File: config.mk
export PLATFORM = sky130hd
export DESIGN_NAME = bfa_ctrl
export DESIGN_NICKNAME = d
export VERILOG_FILES = /design/src/hw/rtl/bfa_pkg.sv /design/src/hw/rtl/bfa_ctrl.sv
export SDC_FILE = /design/constraint.sdc
export NUM_CORES = 1
export LEC_CHECK = 0
export ABC_AREA = 1
export BUFFER_PORTS_ARGS = -buffer_cell sky130_fd_sc_hd__buf_2
export CORE_AREA = 2 2 39 41
export DETAILED_ROUTE_END_ITERATION = 7
export DIE_AREA = 0 0 41 43
export HOLD_SLACK_MARGIN = 0.1
export PLACE_DENSITY = 0.49
export SLEW_MARGIN = 0
export SYNTH_ARGS = -nofsm -noshare
export SYNTH_HDL_FRONTEND = slang
export SYNTH_SLANG_ARGS = --single-unit
File: constraint.sdc
create_clock -name clk_i -period 1.2 [get_ports clk_i]
set_clock_uncertainty 0.1 [all_clocks]
set_input_delay 0.06 -clock clk_i [delete_from_list [all_inputs] [get_ports clk_i]]
set_output_delay 0.06 -clock clk_i [all_outputs]
set_load 0.02 [all_outputs]
File: src/hw/rtl/bfa_pkg.sv
// Shared types and constants of the bitmap frame allocator.
// No dependencies; imported by bfa_ctrl, bfa_datapath and bitmap_frame_allocator.
`timescale 1ns / 1ps

package bfa_pkg;

  localparam int unsigned ADDR_W = 32;
  localparam int unsigned REQ_W  = 2;
  localparam int unsigned CFG_W  = 13;
  localparam logic [CFG_W-1:0] FRAME_COUNT_RESET = 13'd4096;

  typedef enum logic [REQ_W-1:0] {
    REQ_ALLOC   = 2'd0,
    REQ_FREE    = 2'd1,
    REQ_RESERVE = 2'd2
  } req_e;

  typedef enum logic [2:0] {
    S_CLEAR,
    S_IDLE,
    S_SETUP,
    S_CHECK,
    S_SCAN,
    S_DONE
  } state_e;

  // controller -> datapath
  typedef struct packed {
    logic clear;     // zero the word at the pointer, advance
    logic load;      // capture an input word
    logic setup;     // derive word range and bit bounds
    logic rd_first;  // read first word of the range
    logic rd_next;   // read the word after the pointer
    logic eval;      // update the word in the read register
    logic publish;   // move result to the output register
  } dp_cmd_t;

  // datapath -> controller
  typedef struct packed {
    logic clr_last;  // pointer at the last bitmap word
    logic empty;     // request touches no frame
    logic at_last;   // word under evaluation is the last of the range
    logic hit;       // allocate found a free frame in this word
    logic out_free;  // output register can take a result
  } dp_status_t;

endpackage

File: src/hw/rtl/bfa_ctrl.sv
// Sequencer of the bitmap frame allocator: clearing pass, request setup, word scan.
// Depends on bfa_pkg.
`timescale 1ns / 1ps

module bfa_ctrl (
  input  logic                clk_i,
  input  logic                rst_ni,
  input  logic                in_valid_i,
  output logic                in_ready_o,
  input  bfa_pkg::dp_status_t status_i,
  output bfa_pkg::dp_cmd_t    cmd_o
);
  import bfa_pkg::*;

  state_e state_q, state_d;
  logic   scan_done;

  assign scan_done = status_i.at_last | status_i.hit;

  always_ff @(posedge clk_i or negedge rst_ni) begin
    if (!rst_ni) begin
      state_q <= S_CLEAR;
    end else begin
      state_q <= state_d;
    end
  end

  always_comb begin
    state_d = state_q;
    unique case (state_q)
      S_CLEAR: if (status_i.clr_last) state_d = S_IDLE;
      S_IDLE:  if (in_valid_i) state_d = S_SETUP;
      S_SETUP: state_d = S_CHECK;
      S_CHECK: state_d = status_i.empty ? S_DONE : S_SCAN;
      S_SCAN:  if (scan_done) state_d = S_DONE;
      S_DONE:  if (status_i.out_free) state_d = S_IDLE;
      default: state_d = S_IDLE;
    endcase
  end

  always_comb begin
    cmd_o      = '0;
    in_ready_o = 1'b0;
    unique case (state_q)
      S_CLEAR: cmd_o.clear = 1'b1;
      S_IDLE: begin
        in_ready_o = 1'b1;
        cmd_o.load = in_valid_i;
      end
      S_SETUP: cmd_o.setup = 1'b1;
      S_CHECK: cmd_o.rd_first = ~status_i.empty;
      S_SCAN: begin
        cmd_o.eval    = 1'b1;
        cmd_o.rd_next = ~scan_done;
      end
      S_DONE: cmd_o.publish = status_i.out_free;
      default: cmd_o = '0;
    endcase
  end

endmodule

Word level (Yosys, flattened, before mapping). Cells that the tools add are included.

Logic and storage cells: 28. Register bits: 3. Output and inout port bits: 8. Input port bits: 8.

Reduce and logical (&&, ||, !) cells: 2. Muxes and demuxes: 13. Eq/ne operators: 9. Bitwise logic cells: 3.

Operator list (number): one-hot mux 3 bit (6 select lines) (1); two-way mux 3 bit (4); != test 2 bit (second input constant) (4); two-way mux 1 bit (7); equality test 3 x 2 -> 1 bit (second input constant) (2); equality test 3 bit (second input constant) (2); AND reduction 4 bit (1); equality test 3 x 1 -> 1 bit (second input constant) (1); zero test 3 bit (1); two-way mux 2 bit (1); NOT 1 bit (2); OR 1 bit (1).

Depth between registers and ports, before layout. Gate-level depths: netlist of the first run.

Word-level depth: 3. Gate-level depth with buffers: 7.

Worst setup path after synthesis of the first run. OpenSTA, ideal clock, no wires.

Path type: register to register. From: register state_q[2]. To: register state_q[0]. Required time: 1.026 ns. Clock period less this slack: 1.223 ns. Setup time: 0.074 ns. Data arrival time: 1.049 ns. Path buffers: 0. Path slack: -0.023 ns. Stages on the path, launching flop included: 8. Cell sequence: dfrtp_1 > inv_2 > nand2_2 > nor2_2 > nand2_2 > nand2_1 > inv_1 > o21ai_2.

Cells in the longest elaborated chain, start to end: 3. Elaborated cells on any way between the ends: 12.

Ends and longest elaborated chain: start: declaration (line bfa_ctrl.sv:15) `state_e state_q, state_d;`; start signal: assignment (line bfa_ctrl.sv:24) `state_q <= state_d;`; equality test 3 bit, or another cell as far along (line bfa_ctrl.sv:30) `unique case (state_q)`; != test 2 bit (no source line); AND reduction 4 bit (no source line).

Parallel ways exist; a longest one is shown, timed or not. A chain may end at the register's enable or synchronous reset.

==> impl_metrics.env, run 1 <==
export IMPL_status="finished, violations left"
export IMPL_violations="negative setup slack"
export IMPL_root_buffer="clkbuf_4"
export IMPL_port_buffers=15
export IMPL_synthXorXnorAreaFrac_pct=0
export IMPL_most_common_layout_cells="buf_4 (9), inv_1 (8), buf_2 (8)"
export IMPL_regArea_sq_um=78.8
export IMPL_core_area_sq_mm=0.00138
export IMPL_yosysTopAreaCell="dfrtp_1"
export IMPL_synth_seq_area_share_pct=27.9
export IMPL_holdCritStartpoint="status_i[4]"
export IMPL_muxShareOfSynthArea_pct=0
export IMPL_maxSlewHeadroom_pct=87.5
export IMPL_tightest_slew_ns=0.188
export IMPL_power_switching_uw=577
export IMPL_grt_pass1_vias=326
export IMPL_p_per_area_mw_per_mm2=2310
export IMPL_start_util_pct=19.4
export IMPL_via_per_inst=4.25
export IMPL_grt_start_max_net_pins=9
export IMPL_yosys_warnings=0
export IMPL_final_setup_viol_count=11
export IMPL_cts_tree="done"
export IMPL_synth_area_sq_um=269
export IMPL_crit_type="flop to primary output"
export IMPL_postLayoutSetupSlackWorst_ns=-0.0863
export IMPL_swShare_pct=45.9
export IMPL_ys_types=15
export IMPL_final_common_cell="buf_4"
export IMPL_grt_pass1_wl_microns=1220
export IMPL_die_h_microns=43
export IMPL_hold_class="primary input to flop"
export IMPL_rr_startpoint="state_q[0]"
export IMPL_first_pass_iters=1
export IMPL_grt_antenna_before_repair=0
export IMPL_n_antenna_cell=0
export IMPL_synth_compound_area_share_pct=7.91
export IMPL_clock_sinks=3
export IMPL_synth_seq_cells=3
export IMPL_min_period_over_period_pct=107
export IMPL_cts_buffers=3
export IMPL_clock_latency_ns=0.24
export IMPL_drt_wl_total_microns=808
export IMPL_setup_tns_ns=-0.533
export IMPL_top_regs="state_q (3)"
export IMPL_drtAntennaViolNets=0
export IMPL_track_usage_pct=11.0
export IMPL_synth_top_family_by_area="simple AND/OR/NAND/NOR gates"
export IMPL_hold_depth=5
export IMPL_min_to="state_q[0]"
export IMPL_rows=14
export IMPL_dp_hpwl_microns=595
export IMPL_syn_nets=51
export IMPL_timing_hold_ws_ns=0.113
export IMPL_route_detailed_drc=0
export IMPL_die_area_sq_mm=0.00176
export IMPL_p_comb_share_pct=65.7
export IMPL_gp_congestion=0.756
export IMPL_multi_input_area_sq_um=184
export IMPL_vias=370
export IMPL_syn_area_per_cell_sq_um=6.26
export IMPL_cts_path_max_buffers=2
export IMPL_worst_r2r_cell_count=5
export IMPL_post_drt_wl_per_cell_microns=9.29
export IMPL_ff2ff_setup_slack_ns=-0.02
export IMPL_finalNetCount=80
export IMPL_overflow=0
export IMPL_p_leak_nw=0.308
export IMPL_clkPwrFrac_pct=14.1
export IMPL_io_pins=16
export IMPL_fillers=155
export IMPL_hold_viol_final=0
export IMPL_h_tree_depth=1
export IMPL_yosys_area_top_type_share_pct=27.9
export IMPL_end_kind="primary output"
export IMPL_required_ns=1.04
export IMPL_worst_ep_arrival_time_ns=1.13
export IMPL_drive_gt1_share_pct=62.0
export IMPL_cp_max_fo=8
export IMPL_top_register="state_q"
export IMPL_power_mw=1.26
export IMPL_drtIter0Drc=0
export IMPL_timing_rr_end="state_q[2]"
export IMPL_max_vdd_ir_drop_mv=0.802
export IMPL_report_final_slew_viol_count=0
export IMPL_clk_pin_slew_ns=0.04
export IMPL_fin_crit_ns=1.29
export IMPL_syn2layout_area_growth_pct=102
export IMPL_largest_reg_flops=3
export IMPL_die_w_microns=41
export IMPL_internal_power_uw=681
export IMPL_grt_setup_unrepaired="true"
export IMPL_yosys_area_share_simple_pct=44.7
export IMPL_fmax_mhz=777
export IMPL_synthAdderAreaFrac_pct=0
export IMPL_cp_start_kind="flop"
export IMPL_p_seq_share_pct=20.2
export IMPL_synth_area_top_cells="dfrtp_1 (28%), inv_1 (14%), nand2_1 (11%)"
export IMPL_syn_inst=43
export IMPL_maxCapViolCount=0
[stage by stage]
stage          setup WS, ns  utilization (%)  instances  cell area [sq um]
6_report            -0.0863             39.3         87                544
5_1_grt              -0.164             39.3         87                544
4_1_cts             -0.0833             35.7         84                494
3_5_place_dp         0.0218             25.9         73                358
3_3_place_gp        0.00405             25.9         73                358
2_1_floorplan        0.0546                -         43                274
[cell usage after synthesis]
master	n
nand4_1	1
inv_2	1
o21bai_1	1
a21oi_1	1
dfrtp_1	3
nand2_2	2
o21ai_2	1
nor2_1	5
nor3_1	1
inv_1	10
buf_6	1
nand3_1	5
nand2_1	8
nor2_2	2
nor3_2	1
[worst max-delay path by stage]
stage / startpoint / endpoint / depth (start not counted)
after floorplan: state_q[2] / state_q[0] / 7
after global placement: state_q[0] / state_q[0] / 4
after detailed placement: state_q[0] / state_q[1] / 4
after CTS: state_q[1] / cmd_o[5] / 4
after global routing: state_q[0] / cmd_o[2] / 4
final: state_q[0] / cmd_o[2] / 4
[worst max-delay path: stages (launching register included)]
cell	delay, ns
dfrtp_2	0.47
nor2_4	0.16
nand3_2	0.10
inv_2	0.06
buf_6	0.10
[power by group through the flow]
stage                     Sequential, mW  Combinational [mW]  Clock, mW
after floorplan                    0.198               0.483          0
after global placement             0.236               0.559          0
after detailed placement           0.237               0.557          0
after CTS                          0.252               0.750      0.184
after global routing               0.263               0.899      0.206
final                              0.254               0.826      0.178
[logic make-up (layout without fill, tap and decap cells)]
family | Yosys count | in the layout
flip-flops | 3 | 3
buffers and inverters | 12 | 40
AND/OR/NAND/NOR | 25 | 25
AO/OA/AOI/OAI | 3 | 3
[repair_timing]
item,CTS,global route
resized for setup,18,8
hold endpoints to repair,4,0
setup buffers,4,3
endpoints found under the setup margin,8,11
hold buffers,3,0
pin swaps,2,5
[area by class of cell]
type                            instances  share of cell area (%)
Sequential cell                         3                    14.5
Clock buffer                            4                    4.83
Timing Repair Buffer                   25                    35.6
Multi-Input combinational cell         28                    33.8
Inverter                               11                    7.59
Tap cell                               16                    3.68
[routing by layer]
metal	vias to the layer above	global-route usage, %	routed length (microns)
met5	-	0	0
met2	14	17.2	452
met3	2	6.28	60
met4	0	8.00	7
li1	185	-	-
met1	169	9.94	288
(Power assumes the default switching activity.)
==> run 2: changes to the inputs <==
ABC_AREA = default   (was 1)
PLACE_DENSITY = 0.43   (was 0.49)
RECOVER_POWER = 25   (was default)
==> impl_metrics.env, run 2 <==
export IMPL_status="finished, violations left"
export IMPL_violations="negative setup slack"
export IMPL_clk_pin_slew_ns=0.03
export IMPL_clock_latency_ns=0.23
export IMPL_track_usage_pct=9.14
export IMPL_gp_congestion=0.685
export IMPL_end_kind="primary output"
export IMPL_cts_tree="done"
export IMPL_final_setup_viol_count=9
export IMPL_top_regs="state_q (3)"
export IMPL_largest_reg_flops=3
export IMPL_fmax_mhz=725
export IMPL_grt_setup_unrepaired="true"
export IMPL_cts_buffers=3
export IMPL_hold_class="primary input to flop"
export IMPL_p_per_area_mw_per_mm2=2190
export IMPL_rows=14
export IMPL_yosys_area_top_type_share_pct=38.2
export IMPL_die_w_microns=41
export IMPL_synth_enable_flop_cells=0
export IMPL_post_drt_wl_per_cell_microns=9.87
export IMPL_tightest_slew_ns=0.193
export IMPL_min_period_over_period_pct=115
export IMPL_crit_slowest_cell="dfrtp_1"
export IMPL_dp_hpwl_microns=501
export IMPL_crit_type="flop to primary output"
export IMPL_grt_antenna_before_repair=0
export IMPL_drt_wl_total_microns=681
export IMPL_synth_async_reset_ratio_pct=100
export IMPL_p_leak_nw=0.239
export IMPL_drive_gt1_share_pct=67.9
export IMPL_post_place_ws_ns=0.0179
export IMPL_grt_start_max_net_pins=7
export IMPL_synthFlopType="dfrtp_1"
export IMPL_root_buffer="clkbuf_4"
export IMPL_route_detailed_drc=0
export IMPL_grt_pass1_wl_microns=1040
export IMPL_worst_ep_arrival_time_ns=1.22
export IMPL_cpPeakStageDelay_ns=0.40
export IMPL_synth_area_sq_um=196
export IMPL_grt_pass1_vias=248
export IMPL_ys_types=17
export IMPL_port_buffers=15
export IMPL_start_util_pct=14.2
export IMPL_hold_viol_final=0
export IMPL_io_pins=16
export IMPL_maxSlewHeadroom_pct=87.0
export IMPL_yosys_top_cells_count="dfrtp_1 (3), nor2_1 (3), a21oi_1 (2), nor3_1 (2)"
export IMPL_synth_area_top_cells="dfrtp_1 (38%), nor3b_2 (6.4%), nor2_1 (5.7%)"
export IMPL_syn_area_per_cell_sq_um=8.54
export IMPL_first_pass_iters=2
export IMPL_vias=287
export IMPL_stdcell_count=69
export IMPL_drtAntennaViolNets=0
export IMPL_die_area_sq_mm=0.00176
export IMPL_drtIter0Drc=6
export IMPL_syn_inst=23
export IMPL_synth_seq_area_share_pct=38.2
export IMPL_via_per_inst=4.16
export IMPL_maxCapViolCount=0
export IMPL_path_cells="nor2_2, and2_4, nor3b_4, buf_6"
export IMPL_postLayoutSetupSlackWorst_ns=-0.179
export IMPL_most_common_layout_cells="buf_2 (8), buf_4 (8), dlygate4sd3_1 (5)"
export IMPL_syn_nets=31
export IMPL_n_antenna_cell=0
export IMPL_core_area_sq_mm=0.00138
export IMPL_timing_hold_ws_ns=0.144
export IMPL_required_ns=1.04
export IMPL_cp_max_fo=3
export IMPL_clock_sinks=3
export IMPL_top_register="state_q"
export IMPL_h_tree_depth=1
export IMPL_report_final_slew_viol_count=0
export IMPL_fin_crit_ns=1.38
export IMPL_overflow=0
export IMPL_yosys_warnings=0
export IMPL_dp_cells=57
export IMPL_cp_start_kind="flop"
export IMPL_yosysTopAreaCell="dfrtp_1"
export IMPL_synth_seq_cells=3
export IMPL_syn2layout_area_growth_pct=166
export IMPL_max_vdd_ir_drop_mv=0.654
export IMPL_cts_path_max_buffers=2
export IMPL_die_h_microns=43
export IMPL_finalNetCount=62
==> run 2: changes by cell type after synthesis, sizes merged, moves of 2 or more <==
| cell | previous run | this run |
|---|---|---|
| nand3 | 5 | 1 |
| nor2 | 7 | 3 |
| inv | 11 | 1 |
| nor3b | 0 | 2 |
| nand2 | 10 | 1 |
| nand2b | 0 | 2 |
==> run 2: kinds of logic (layout without fill, tap and decap cells) <==
group	count (synthesis)	after routing	synth area share [%]
AOI/OAI and AO/OA	5	5	14.0
DFF	3	3	38.2
and+or+nand+nor	14	14	45.9
buffers and inverters	1	31	1.91
==> run 2: path summary, 6_finish.rpt <==
path | depth (start not counted) | start | to | slack (ns)
worst max-delay path | 4 | state_q[0] | cmd_o[2] | -0.18
worst min-delay path | 3 | status_i[3] | state_q[0] | 0.14
worst max register to register | 4 | state_q[2] | state_q[0] | -0.02
worst min register to register | 2 | state_q[2] | state_q[2] | 0.45
max in group asynchronous | 3 | rst_ni | state_q[1] | 0.21
min in group asynchronous | 3 | rst_ni | state_q[2] | 0.62
==> run 2: final cells by class <==
type,count,area (sq um)
flip-flops and latches,3,77.6
inverters,1,16.3
multi-input cells,19,166
fillers,146,862
clock buffers,4,26.3
well taps,16,20.0
repair buffers,26,215
==> run 2: power by group <==
part	switching (mW)	internal, mW	total, mW
sequential	0.0473	0.149	0.196
clock	0.0494	0.124	0.174
combinational	0.373	0.398	0.771
total	0.470	0.671	1.14
==> run 2: per-layer routing <==
metal | vias up | share of wire [%] | global-route usage [%]
met5 | - | 0 | 0
met4 | 0 | 0.88 | 6.00
met3 | 2 | 11 | 6.28
met2 | 13 | 45 | 12.2
met1 | 127 | 44 | 9.97
li1 | 145 | - | -
==> run 2: per-stage QoR <==
| stage | utilization [%] | cell area [sq um] | power (mW) | setup TNS, ns |
|---|---|---|---|---|
| after floorplan | - | 236 | 0.548 | -0.0108 |
| after global placement | 26.5 | 367 | 0.787 | 0 |
| after detailed placement | 26.5 | 367 | 0.782 | 0 |
| after CTS | 35.9 | 497 | 1.10 | -0.925 |
| after global routing | 37.7 | 522 | 1.22 | -1.33 |
| final | 37.7 | 522 | 1.14 | -0.812 |
==> run 2: critical path, delay by kind of cell (launching register included) <==
family	cells	cell delay (ns)
simple gates	3	0.45
flops	1	0.40
buf+inv	1	0.14
==> run 2: what timing repair did <==
action | 4_1_cts | 5_1_grt
hold endpoints to repair | 6 | 0
pin swaps | 2 | 2
setup endpoints to repair | 8 | 9
buffers inserted | 2 | 1
hold buffers | 5 | 0
gates resized for setup | 14 | 6
==> run 3: changes to the inputs <==
SETUP_SLACK_MARGIN = 0.3   (was default)
==> impl_metrics.env, run 3 (synthesis results as in run 2) <==
export IMPL_fmax_mhz=698
export IMPL_clk_pin_slew_ns=0.04
export IMPL_crit_slowest_cell="dfrtp_1"
export IMPL_rows=14
export IMPL_finalNetCount=63
export IMPL_post_drt_wl_per_cell_microns=11.1
export IMPL_clock_latency_ns=0.25
export IMPL_power_mw=1.33
export IMPL_dp_cells=57
export IMPL_grt_pass1_vias=270
export IMPL_report_final_slew_viol_count=0
export IMPL_p_leak_nw=0.255
export IMPL_via_per_inst=4.17
export IMPL_final_setup_viol_count=9
export IMPL_core_area_sq_mm=0.00138
export IMPL_fin_crit_ns=1.43
export IMPL_min_period_over_period_pct=119
export IMPL_drtIter0Drc=1
export IMPL_path_cells="buf_6, nand2b_4, nor3b_4, buf_6"
export IMPL_met1_usage_pct=10.6
export IMPL_worst_ep_arrival_time_ns=1.27
export IMPL_grt_antenna_before_repair=0
export IMPL_status="finished, violations left"
export IMPL_grt_setup_unrepaired="true"
export IMPL_dp_hpwl_microns=470
export IMPL_cts_tree="done"
export IMPL_hold_depth=4
export IMPL_tightest_slew_ns=0.226
export IMPL_maxCapViolCount=0
export IMPL_route_detailed_drc=0
export IMPL_start_util_pct=14.2
export IMPL_grt_start_max_net_pins=7
export IMPL_grt_use_met2_pct=13.4
export IMPL_port_buffers=15
export IMPL_io_pins=16
export IMPL_crit_top_cell="buf_6"
export IMPL_violations="negative setup slack"
export IMPL_largest_reg_flops=3
export IMPL_most_common_layout_cells="buf_4 (11), buf_2 (6), buf_6 (6)"
export IMPL_cp_max_fo=4
export IMPL_first_pass_iters=2
export IMPL_required_ns=1.04
export IMPL_cts_path_max_buffers=2
export IMPL_n_antenna_cell=0
export IMPL_post_dp_cell_area_sq_um=367
export IMPL_cpPeakStageDelay_ns=0.43
export IMPL_gp_congestion=0.684
export IMPL_grt_util_met3_pct=9.42
export IMPL_syn2layout_area_growth_pct=175
export IMPL_track_usage_pct=10.1
export IMPL_top_regs="state_q (3)"
export IMPL_die_h_microns=43
export IMPL_final_cell_area_sq_um=541
export IMPL_root_buffer="clkbuf_4"
export IMPL_grt_busiest_layer="met2"
export IMPL_regArea_sq_um=76.3
export IMPL_setup_tns_ns=-1.31
export IMPL_max_vdd_ir_drop_mv=0.895
export IMPL_crit_type="flop to primary output"
export IMPL_worst_r2r_cell_count=4
export IMPL_fillers=139
export IMPL_stdcell_count=70
export IMPL_maxSlewHeadroom_pct=84.9
export IMPL_drt_wl_total_microns=776
export IMPL_drtAntennaViolNets=0
export IMPL_cts_buffers=3
export IMPL_final_common_cell="buf_4"
export IMPL_hold_viol_final=0
export IMPL_end_kind="primary output"
export IMPL_hold_class="primary input to flop"
export IMPL_cp_start_kind="flop"
export IMPL_h_tree_depth=1
export IMPL_overflow=0
export IMPL_p_per_area_mw_per_mm2=2450
export IMPL_hold_buffers=2
export IMPL_vias=292
export IMPL_postLayoutSetupSlackWorst_ns=-0.232
export IMPL_drive_gt1_share_pct=74.1
export IMPL_multi_input_area_sq_um=183
export IMPL_top_register="state_q"
export IMPL_die_w_microns=41
export IMPL_grt_pass1_wl_microns=1080
export IMPL_die_area_sq_mm=0.00176
export IMPL_clock_sinks=3
## run 3: worst paths after layout
| kind | to | slack (ns) | from |
|---|---|---|---|
| min reg2reg | state_q[2] | 0.47 | state_q[2] |
| max in group asynchronous | state_q[1] | 0.77 | rst_ni |
| max reg2reg | state_q[0] | -0.04 | state_q[2] |
| min in group asynchronous | state_q[0] | 0.05 | rst_ni |
| min | state_q[2] | 0.01 | status_i[0] |
| max | cmd_o[5] | -0.23 | state_q[0] |
## run 3: area by class of cell
type                       count  share of cell area (%)
tap                           16                    3.70
clock buffer                   4                    4.86
inverter                       1                    2.08
sequential                     3                    14.1
timing repair buffer          27                    41.4
multi-input combinational     19                    33.8
## run 3: critical path: cells and delay by family, from the launching register on
family	cells	cell delay, ns
buffers and inverters	2	0.29
DFF	1	0.43
and+or+nand+nor	2	0.31
## run 3: per-layer routing
layer	up-vias	routed length [microns]
li1	146	-
met1	129	296
met3	3	87
met2	14	380
met4	0	11
met5	-	0
## run 3: timing repair
item,CTS,global route
gates resized for setup,16,8
endpoints found under the setup margin,11,11
setup buffers,3,4
endpoints found under the hold margin,6,5
pin swaps,4,3
## run 3: power breakdown
part           total [mW]  switching (mW)  internal [mW]
Sequential          0.206          0.0598          0.146
Combinational       0.925           0.421          0.504
Clock               0.195          0.0695          0.126
Total                1.33           0.550          0.776
## run 3: through the flow
step	util, %	hold WS (ns)	worst slack (ns)
6_report	39.1	0.0104	-0.232
3_3_place_gp	26.5	-0.238	0.0221
3_5_place_dp	26.5	-0.241	0.0237
2_1_floorplan	-	-0.336	-0.0108
4_1_cts	34.6	0.0161	-0.194
5_1_grt	39.1	0.0444	-0.277
